File: src/sv/detect_triggered_power_sequencer_top_assert.svh
// ----------------------------------------------------------------------------
// Detect-triggered power sequencer assertion macros
// Clocked checks on clk, held off while rst is high.
// ----------------------------------------------------------------------------
`ifndef DETECT_TRIGGERED_POWER_SEQUENCER_TOP_ASSERT_SVH
`define DETECT_TRIGGERED_POWER_SEQUENCER_TOP_ASSERT_SVH

// Antecedent holds at an edge, consequent holds at the next edge.
`define DTPS_ASSERT_NEXT(label, ante, cons, msg) \
  label: assert property (@(posedge clk) disable iff (rst) (ante) |=> (cons)) \
    else $error(msg);

// Antecedent and consequent hold at the same edge.
`define DTPS_ASSERT_SAME(label, ante, cons, msg) \
  label: assert property (@(posedge clk) disable iff (rst) (ante) |-> (cons)) \
    else $error(msg);

`endif

File: src/sv/dtps_pkg.sv
// ----------------------------------------------------------------------------
// dtps_pkg
// Shared payload, configuration types and register indexes.
// ----------------------------------------------------------------------------
`default_nettype none

package dtps_pkg;

  localparam int CFG_IDX_W   = 3;
  localparam int CFG_DATA_W  = 64;
  localparam int DELAY_REG_W = 64;
  localparam int GATE_W      = 4;
  localparam int COUNT_W     = 3;
  localparam int POWER_W     = 4;
  localparam int START_CNT_W = 4;

  localparam logic [CFG_IDX_W-1:0] CFG_ON_DELAYS     = 3'd0;
  localparam logic [CFG_IDX_W-1:0] CFG_OFF_DELAYS    = 3'd1;
  localparam logic [CFG_IDX_W-1:0] CFG_PLAY_GATE     = 3'd2;
  localparam logic [CFG_IDX_W-1:0] CFG_OUTPUT_COUNT  = 3'd3;
  localparam logic [CFG_IDX_W-1:0] CFG_INVERT_DETECT = 3'd4;

  localparam logic [COUNT_W-1:0] OUTPUT_COUNT_RST = 3'd4;

  typedef struct packed {
    logic ms_tick;
    logic detect_level;
    logic mute_valid;
    logic mute_value;
  } item_t;

  typedef struct packed {
    logic [POWER_W-1:0] power_outputs;
    logic               busy_res;
    logic               detect_status;
  } result_t;

  typedef struct packed {
    logic [DELAY_REG_W-1:0] on_delays;
    logic [DELAY_REG_W-1:0] off_delays;
    logic [GATE_W-1:0]      play_gate_mask;
    logic [COUNT_W-1:0]     output_count;
    logic                   invert_detect;
  } cfg_t;

endpackage

`default_nettype wire

File: src/sv/detect_triggered_power_sequencer_top.sv
// Path: an accepted item passes through the input register, then the result register,
//   before its result turns valid and can be taken.
// Throughput: one item per cycle while the result side keeps taking; the single-pass
//   update of the sequencer state between the two registers sets this rate.
// Reset: synchronous, active high; clears all sequencer state, both stages, and
//   the config registers (output count resets to 4, the rest to zero).
// ----------------------------------------------------------------------------
// detect_triggered_power_sequencer_top
// Detect- and mute-triggered power-up/power-down sequencer for four outputs.
// ----------------------------------------------------------------------------
`default_nettype none

`include "detect_triggered_power_sequencer_top_assert.svh"

module detect_triggered_power_sequencer_top #(
  parameter int NUM_OUTPUTS    = 4,
  parameter int DELAY_BITS     = 16,
  parameter int START_DELAY_MS = 10
) (
  input  logic                            clk,
  input  logic                            rst,
  // item channel
  input  logic                            item_valid,
  output logic                            item_ready,
  input  dtps_pkg::item_t                 item,
  // result channel
  output logic                            result_valid,
  input  logic                            result_ready,
  output dtps_pkg::result_t               result,
  // configuration channel
  input  logic                            cfg_valid,
  output logic                            cfg_ready,
  input  logic [dtps_pkg::CFG_IDX_W-1:0]  cfg_index,
  input  logic [dtps_pkg::CFG_DATA_W-1:0] cfg_data
);

  dtps_pkg::cfg_t    cfg;
  dtps_pkg::item_t   held;
  dtps_pkg::result_t core_result;
  logic              in_full;
  logic              out_space;
  logic              take;

  // Advance the held item through the core whenever the result register
  // can take its result in the same edge.
  assign take = in_full && out_space;

  // Config registers; user must send writes only while block is idle (unenforced).
  dtps_cfg_regs u_cfg (
    .clk       (clk),
    .rst       (rst),
    .cfg_valid (cfg_valid),
    .cfg_ready (cfg_ready),
    .cfg_index (cfg_index),
    .cfg_data  (cfg_data),
    .cfg       (cfg)
  );

  // Input register: accept a new item while empty or when the held one moves on.
  dtps_in_stage u_in (
    .clk        (clk),
    .rst        (rst),
    .item_valid (item_valid),
    .item_ready (item_ready),
    .item       (item),
    .take       (take),
    .full       (in_full),
    .held       (held)
  );

  // Sequencer state and the one-pass update; state commits only on take.
  dtps_core #(
    .NUM_OUTPUTS    (NUM_OUTPUTS),
    .DELAY_BITS     (DELAY_BITS),
    .START_DELAY_MS (START_DELAY_MS)
  ) u_core (
    .clk     (clk),
    .rst     (rst),
    .advance (take),
    .item    (held),
    .cfg     (cfg),
    .result  (core_result)
  );

  // Result register: hold a finished transaction while the consumer stalls.
  dtps_out_stage u_out (
    .clk          (clk),
    .rst          (rst),
    .push         (take),
    .data         (core_result),
    .space        (out_space),
    .result_valid (result_valid),
    .result_ready (result_ready),
    .result       (result)
  );

  // Every processed item yields exactly one result on the next edge.
  `DTPS_ASSERT_NEXT(a_take_gives_result, take, result_valid, "processed item lost its result")
  // An accepted transaction lands in the input register.
  `DTPS_ASSERT_NEXT(a_accept_fills_in, item_valid && item_ready, in_full, "accepted item dropped")
  // A stalled result must block the core from overwriting it.
  `DTPS_ASSERT_SAME(a_stall_blocks_core, result_valid && !result_ready, !take,
                    "core advanced over a stalled result")

endmodule

`default_nettype wire

File: src/sv/dtps_cfg_regs.sv
// ----------------------------------------------------------------------------
// dtps_cfg_regs
// Configuration register file written through a valid/ready channel.
// ----------------------------------------------------------------------------
`default_nettype none

module dtps_cfg_regs (
  input  logic                                clk,
  input  logic                                rst,
  input  logic                                cfg_valid,
  output logic                                cfg_ready,
  input  logic [dtps_pkg::CFG_IDX_W-1:0]      cfg_index,
  input  logic [dtps_pkg::CFG_DATA_W-1:0]     cfg_data,
  output dtps_pkg::cfg_t                      cfg
);

  dtps_pkg::cfg_t cfg_q;

  assign cfg_ready = 1'b1;
  assign cfg       = cfg_q;

  always_ff @(posedge clk) begin
    if (rst) begin
      cfg_q.on_delays      <= '0;
      cfg_q.off_delays     <= '0;
      cfg_q.play_gate_mask <= '0;
      cfg_q.output_count   <= dtps_pkg::OUTPUT_COUNT_RST;
      cfg_q.invert_detect  <= 1'b0;
    end else if (cfg_valid) begin
      unique case (cfg_index)
        dtps_pkg::CFG_ON_DELAYS: begin
          cfg_q.on_delays <= cfg_data[dtps_pkg::DELAY_REG_W-1:0];
        end
        dtps_pkg::CFG_OFF_DELAYS: begin
          cfg_q.off_delays <= cfg_data[dtps_pkg::DELAY_REG_W-1:0];
        end
        dtps_pkg::CFG_PLAY_GATE: begin
          cfg_q.play_gate_mask <= cfg_data[dtps_pkg::GATE_W-1:0];
        end
        dtps_pkg::CFG_OUTPUT_COUNT: begin
          cfg_q.output_count <= cfg_data[dtps_pkg::COUNT_W-1:0];
        end
        dtps_pkg::CFG_INVERT_DETECT: begin
          cfg_q.invert_detect <= cfg_data[0];
        end
        default: begin
          // unmapped index: drop the write
        end
      endcase
    end
  end

endmodule

`default_nettype wire

File: src/sv/dtps_in_stage.sv
// ----------------------------------------------------------------------------
// dtps_in_stage
// Input register: hold one accepted item until the core takes it.
// ----------------------------------------------------------------------------
`default_nettype none

module dtps_in_stage (
  input  logic                clk,
  input  logic                rst,
  input  logic                item_valid,
  output logic                item_ready,
  input  dtps_pkg::item_t     item,
  input  logic                take,
  output logic                full,
  output dtps_pkg::item_t     held
);

  assign item_ready = !full || take;

  always_ff @(posedge clk) begin
    if (rst) begin
      full <= 1'b0;
    end else if (item_ready) begin
      full <= item_valid;
    end
  end

  always_ff @(posedge clk) begin
    if (item_valid && item_ready) begin
      held <= item;
    end
  end

endmodule

`default_nettype wire

File: src/sv/dtps_core.sv
// ----------------------------------------------------------------------------
// dtps_core
// Sequencer state and the single-pass update for one item.
// ----------------------------------------------------------------------------
`default_nettype none

module dtps_core #(
  parameter int NUM_OUTPUTS    = 4,
  parameter int DELAY_BITS     = 16,
  parameter int START_DELAY_MS = 10
) (
  input  logic              clk,
  input  logic              rst,
  input  logic              advance,
  input  dtps_pkg::item_t   item,
  input  dtps_pkg::cfg_t    cfg,
  output dtps_pkg::result_t result
);

  localparam int IDX_W = $clog2(NUM_OUTPUTS + 1);
  localparam int GW    = (NUM_OUTPUTS > dtps_pkg::GATE_W) ? NUM_OUTPUTS : dtps_pkg::GATE_W;
  localparam logic [dtps_pkg::START_CNT_W-1:0] START_CNT =
    dtps_pkg::START_CNT_W'(START_DELAY_MS);

  logic                            detect_state, detect_state_next;
  logic                            first_done, first_done_next;
  logic                            play_enable, play_enable_next;
  logic [NUM_OUTPUTS-1:0]          levels, levels_next;
  logic                            start_pending, start_pending_next;
  logic [dtps_pkg::START_CNT_W-1:0] start_cnt, start_cnt_next;
  logic                            run_active, run_active_next;
  logic                            run_dir, run_dir_next;
  logic [IDX_W-1:0]                step_idx, step_idx_next;
  logic [DELAY_BITS-1:0]           step_cnt, step_cnt_next;
  logic                            rerun, rerun_next;

  logic                            lvl;
  logic                            arm;
  logic                            run_done;
  logic                            on_lvl;
  logic [IDX_W-1:0]                n;
  logic [GW-1:0]                   gate_ext;

  // Pick delay field i of the on or off register; fields past bit 63 read 0.
  function automatic logic [DELAY_BITS-1:0] delay_for(
    input logic dir, input logic [IDX_W-1:0] i, input dtps_pkg::cfg_t c);
    logic [dtps_pkg::DELAY_REG_W-1:0] src;
    logic [DELAY_BITS-1:0]            res;
    src = dir ? c.on_delays : c.off_delays;
    res = '0;
    for (int k = 0; k < NUM_OUTPUTS; k++) begin
      if (int'(i) == k) begin
        res = DELAY_BITS'(src >> (k * DELAY_BITS));
      end
    end
    return res;
  endfunction

  always_comb begin
    detect_state_next  = detect_state;
    first_done_next    = first_done;
    play_enable_next   = play_enable;
    levels_next        = levels;
    start_pending_next = start_pending;
    start_cnt_next     = start_cnt;
    run_active_next    = run_active;
    run_dir_next       = run_dir;
    step_idx_next      = step_idx;
    step_cnt_next      = step_cnt;
    rerun_next         = rerun;
    arm                = 1'b0;
    run_done           = 1'b0;
    on_lvl             = 1'b1;
    gate_ext           = GW'(cfg.play_gate_mask);
    lvl                = item.detect_level ^ cfg.invert_detect;

    if (int'(cfg.output_count) > NUM_OUTPUTS) begin
      n = IDX_W'(NUM_OUTPUTS);
    end else begin
      n = IDX_W'(cfg.output_count);
    end

    // detect sampling and mute notice
    if (!first_done || (lvl != detect_state)) begin
      first_done_next   = 1'b1;
      detect_state_next = lvl;
      arm               = 1'b1;
    end
    if (item.mute_valid) begin
      play_enable_next = !item.mute_value;
      arm              = 1'b1;
    end
    if (arm && !start_pending) begin
      start_pending_next = 1'b1;
      start_cnt_next     = START_CNT;
    end

    // millisecond tick
    if (item.ms_tick) begin
      if (start_pending_next && (start_cnt_next != '0)) begin
        start_cnt_next = start_cnt_next - dtps_pkg::START_CNT_W'(1);
      end
      if (run_active && (step_cnt != '0)) begin
        step_cnt_next = step_cnt - DELAY_BITS'(1);
      end
    end

    // start timer expiry
    if (start_pending_next && (start_cnt_next == '0)) begin
      start_pending_next = 1'b0;
      if (run_active) begin
        rerun_next = 1'b1;
      end else begin
        rerun_next = 1'b0;
        if (n != '0) begin
          run_active_next = 1'b1;
          run_dir_next    = detect_state_next;
          step_idx_next   = '0;
          step_cnt_next   = delay_for(detect_state_next, '0, cfg);
        end
      end
    end

    // one run step
    if (run_active_next) begin
      if (step_idx_next >= n) begin
        run_done = 1'b1;
      end else if (step_cnt_next == '0) begin
        for (int k = 0; k < NUM_OUTPUTS; k++) begin
          if (run_dir_next) begin
            if (int'(step_idx_next) == k) begin
              on_lvl = gate_ext[k] ? play_enable_next : 1'b1;
              levels_next[k] = on_lvl;
            end
          end else if (int'(n) - 1 - int'(step_idx_next) == k) begin
            levels_next[k] = 1'b0;
          end
        end
        step_idx_next = step_idx_next + IDX_W'(1);
        if (step_idx_next >= n) begin
          run_done = 1'b1;
        end else begin
          step_cnt_next = delay_for(run_dir_next, step_idx_next, cfg);
        end
      end
    end

    // run end, then a queued run starts without acting this item
    if (run_done) begin
      run_active_next = 1'b0;
      if (rerun_next) begin
        rerun_next = 1'b0;
        if (n != '0) begin
          run_active_next = 1'b1;
          run_dir_next    = detect_state_next;
          step_idx_next   = '0;
          step_cnt_next   = delay_for(detect_state_next, '0, cfg);
        end
      end
    end

    result.power_outputs = dtps_pkg::POWER_W'(levels_next);
    result.busy_res      = run_active_next | start_pending_next;
    result.detect_status = detect_state_next;
  end

  always_ff @(posedge clk) begin
    if (rst) begin
      detect_state  <= 1'b0;
      first_done    <= 1'b0;
      play_enable   <= 1'b0;
      levels        <= '0;
      start_pending <= 1'b0;
      start_cnt     <= '0;
      run_active    <= 1'b0;
      run_dir       <= 1'b0;
      step_idx      <= '0;
      step_cnt      <= '0;
      rerun         <= 1'b0;
    end else if (advance) begin
      detect_state  <= detect_state_next;
      first_done    <= first_done_next;
      play_enable   <= play_enable_next;
      levels        <= levels_next;
      start_pending <= start_pending_next;
      start_cnt     <= start_cnt_next;
      run_active    <= run_active_next;
      run_dir       <= run_dir_next;
      step_idx      <= step_idx_next;
      step_cnt      <= step_cnt_next;
      rerun         <= rerun_next;
    end
  end

endmodule

`default_nettype wire

File: src/sv/dtps_out_stage.sv
// ----------------------------------------------------------------------------
// dtps_out_stage
// Result register: hold a result until the consumer takes it.
// ----------------------------------------------------------------------------
`default_nettype none

module dtps_out_stage (
  input  logic                clk,
  input  logic                rst,
  input  logic                push,
  input  dtps_pkg::result_t   data,
  output logic                space,
  output logic                result_valid,
  input  logic                result_ready,
  output dtps_pkg::result_t   result
);

  assign space = !result_valid || result_ready;

  always_ff @(posedge clk) begin
    if (rst) begin
      result_valid <= 1'b0;
    end else if (space) begin
      result_valid <= push;
    end
  end

  always_ff @(posedge clk) begin
    if (push && space) begin
      result <= data;
    end
  end

endmodule

`default_nettype wire
File: config.mk
export PLATFORM = sky130hd
export DESIGN_NAME = detect_triggered_power_sequencer_top
export DESIGN_NICKNAME = d
export VERILOG_FILES = /design/src/sv/dtps_pkg.sv /design/src/sv/detect_triggered_power_sequencer_top.sv /design/src/sv/dtps_cfg_regs.sv /design/src/sv/dtps_in_stage.sv /design/src/sv/dtps_core.sv /design/src/sv/dtps_out_stage.sv
export VERILOG_INCLUDE_DIRS = /design/src /design/src/sv
export SDC_FILE = /design/constraint.sdc
export NUM_CORES = 1
export LEC_CHECK = 0
export ABC_AREA = 1
export BUFFER_PORTS_ARGS = -buffer_cell sky130_fd_sc_hd__buf_2
export CAP_MARGIN = 20
export CORE_MARGIN = 2
export CORE_UTILIZATION = 35
export DETAILED_ROUTE_END_ITERATION = 7
export PLACE_DENSITY_LB_ADDON = 0.08
export SLEW_MARGIN = 20
export SYNTH_ARGS = -nofsm -noshare
export SYNTH_HDL_FRONTEND = slang
export SYNTH_HIERARCHICAL = 1
export SYNTH_SLANG_ARGS = --single-unit
File: constraint.sdc
create_clock -name clk -period 6.8 [get_ports clk]
set_input_delay 0.34 -clock clk [delete_from_list [all_inputs] [get_ports clk]]
set_output_delay 0.34 -clock clk [all_outputs]
set_load 0.02 [all_outputs]
==> flow_metrics.py <==
metrics = {
    "pwr": {
        "power.density_mw_per_mm2": 225,
        "p_leak_nw": 6.18,
        "vdd_drop_max_v": 0.000185,
        "p_total_mw": 2.84,
    },
    "sta": {
        "final-setup-viol-count": 0,
        "fin_crit_sh": 0.792,
        "clock_skew_ns": 0.0143,
        "maxSlewViolCount": 0,
        "clock.fmax_mhz": 186,
        "rsz0062_at_grt": "no",
        "hold_violations": 0,
        "fin_crit_ns": 5.39,
        "relSlewSlack": 0.284,
        "worstMarginPinSlew_ns": 1.07,
        "tns_ns": 0,
    },
    "synth": {
        "async_flop_share": 0,
        "synth_seq_area_share": 0.324,
        "syn_area_per_cell_um2": 5.95,
        "synth_area_mm2": 0.0116,
        "ys_ff_latch": 182,
        "synth_fp_nets": 2037,
        "synth_ff_type": "dfxtp_1",
        "yosys_warnings": 6,
        "ys_types": 42,
        "synthCells": 1943,
        "synth_top_area_frac": 0.298,
        "synth-edff-count": 10,
        "synth_top_area_cell": "dfxtp_1",
        "synth_area_leaders": "dfxtp_1 30%, nand2_1 19%, nor2_1 14%",
    },
    "cts": {
        "postCtsSetupRepairBufs": 0,
        "cts-resized-gates": 0,
        "htree_levels": 4,
        "numClockSinks": 182,
        "clockRootBuffer": "clkbuf_16",
        "clk_path_buf_depth": 2,
        "cts_tree": "built",
        "numCtsBuffers": 17,
        "cts.clk_slew.worst_paths_ns": 0.07,
        "insertion_delay_ns": 0.45,
        "hold_buffers": 0,
    },
    "min_path": {
        "hold_path.class": "in -> reg",
    },
    "drt": {
        "drc": 0,
        "antenna_left": 0,
        "post_drt_wl_per_cell_um": 15.7,
        "wl_um": 37900,
        "drt_iter0_drc": 823,
        "vias_per_cell": 4.83,
        "drt-pass1-iter-count": 5,
        "vias": 11612,
    },
    "setup_path": {
        "max_stage_delay_ns": 0.68,
        "worstPathRequired_ns": 7.00,
        "crit_path_start_kind": "flop",
        "critPathSlowestCell": "ha_1",
        "critical_path_class": "reg -> reg",
        "end_kind": "flop",
        "worstPathArrival_ns": 5.59,
        "crit_chain": "inv_1 -> o21ai_0 -> ha_1 -> ha_1 -> inv_1 -> nand3_1 -> nand2_1 -> inv_1 -> ha_1 -> ha_1 -> inv_1 -> ha_1 -> a21oi_1 -> o21ai_0 -> a31oi_1 -> inv_1 -> nand3_2 -> nand2_4 -> nand3_2 -> o21a_1 -> nand2_1",
        "cp_max_fo": 21,
    },
    "floorplanning": {
        "die_x_um": 186,
        "placementRows": 66,
        "dieArea_mm2": 0.0345,
        "initial_utilization": 0.355,
        "coreArea_mm2": 0.0325,
        "fp.dieH_um": 186,
        "io_pins": 85,
    },
    "global_routing": {
        "grt_pass1_wl_um": 59900,
        "grt_overflow": 0,
        "antenna_found_initial": 0,
        "grt_max_degree": 82,
        "grt_pass1_vias": 10598,
        "grt_use_total": 0.225,
    },
    "layout": {
        "final_common_cell": "nand2_1",
        "area_growth_pct": 9.27,
        "final_cells": 2406,
        "drive_gt1_frac": 0.0916,
        "num-nets-final": 2046,
        "design_area_mm2": 0.0126,
        "diodes": 0,
        "nFillCells": 3755,
        "final_cell_mix": "587 x nand2_1, 429 x nor2_1, 179 x nand3_1, 177 x inv_1, 172 x dfxtp_1",
    },
    "placement": {
        "hpwl_um": 25600,
        "dp_cells": 2375,
        "place.gp.congestion": 0.881,
        "place_area_mm2": 0.0120,
        "port_buffers": 83,
    },
    "run": {
        "maxCapViolCount": 0,
    },
    "run_status": {
        "status": "finished clean",
    },
}
==> registers in the layout, indices dropped and copies added (netlist names) <==
signal / cells
u_out/result_valid: 1
u_core/detect_state: 1
u_core/run_active: 1
u_core/step_cnt: 16
u_in/full: 1
u_core/levels: 4
u_core/start_pending: 1
u_core/run_dir: 1
u_core/play_enable: 1
u_out/result: 6
u_cfg/cfg: 136
u_core/first_done: 1
u_core/start_cnt: 4
u_in/held: 4
u_core/step_idx: 3
u_core/rerun: 1
==> synth_stat cells, drive strengths merged (2+ instances only) <==
| cell type | count |
|---|---|
| inv | 187 |
| or2 | 4 |
| nand3b | 7 |
| o21ai | 113 |
| o21bai | 4 |
| dfxtp | 172 |
| nand4 | 12 |
| o2111ai | 2 |
| clkbuf | 36 |
| nand3 | 186 |
| nor2 | 445 |
| a21oi | 45 |
| nand2 | 599 |
| a31oi | 7 |
| xor2 | 3 |
| buf | 72 |
| edfxtp | 10 |
| ha | 17 |
| o211ai | 14 |
==> logic make-up (layout without fill, tap and decap cells) <==
family | Yosys count | in the layout | synth area share
simple gates | 1255 | 1255 | 0.450
buf+inv | 295 | 316 | 0.114
compound gates | 189 | 189 | 0.0894
flops | 182 | 182 | 0.324
fa+ha+maj | 18 | 18 | 0.0201
xor+xnor | 3 | 3 | 0.00227
other cells | 1 | 1 | 0.000324
==> area by class of cell <==
| type | instances | area (um2) | area share |
|---|---|---|---|
| Clock buffer | 20 | 447 | 0.0354 |
| Tap cell | 442 | 553 | 0.0438 |
| Sequential cell | 182 | 3740 | 0.296 |
| Timing Repair Buffer | 98 | 528 | 0.0418 |
| Clock inverter | 11 | 135 | 0.0107 |
| Inverter | 187 | 707 | 0.0560 |
| Multi-Input combinational cell | 1466 | 6520 | 0.516 |
==> worst max-delay path: cells and delay by family, from the launching register on <==
kind	cells	cell delay [ns]
fa+ha+maj	5	1.59
buf+inv	5	1.12
simple gates	6	1.12
compound gates	5	0.96
flops	1	0.32
==> per-layer routing <==
layer | share of wire | up-vias | global-route usage
li1 | - | 6058 | -
met1 | 0.48 | 5272 | 0.302
met2 | 0.47 | 259 | 0.386
met3 | 0.040 | 23 | 0.0270
met4 | 0.012 | 0 | 0.0532
met5 | 0 | - | 0
==> report_power, final <==
| group | switching, mW | total (mW) | internal [mW] |
|---|---|---|---|
| clock | 0.477 | 1.04 | 0.558 |
| sequential | 0.0374 | 1.16 | 1.12 |
| combinational | 0.450 | 0.642 | 0.192 |
| total | 0.965 | 2.84 | 1.87 |
==> final timing paths <==
check,slack (ns),endpoint,cells past startpoint,startpoint
worst max register to register,1.41,u_out/result[1]$_DFFE_PP_,21,u_cfg/cfg[3]$_SDFFE_PP1P_
worst min register to register,0.46,u_core/first_done$_SDFFE_PP0P_,2,u_core/first_done$_SDFFE_PP0P_
worst max-delay path,1.41,u_out/result[1]$_DFFE_PP_,21,u_cfg/cfg[3]$_SDFFE_PP1P_
worst min-delay path,0.08,u_in/held[1]$_DFFE_PP_,1,item[1]
==> metrics by stage <==
step / setup slack [ns] / util / hold WS (ns)
2_1_floorplan: 2.55 / - / 0.402
3_3_place_gp: 1.60 / 0.370 / 0.445
3_5_place_dp: 1.46 / 0.370 / 0.453
4_1_cts: 1.45 / 0.388 / 0.0566
5_1_grt: 0.883 / 0.388 / 0.0623
6_report: 1.41 / 0.388 / 0.0771
Note: power is estimated with default switching activity, not from simulation.
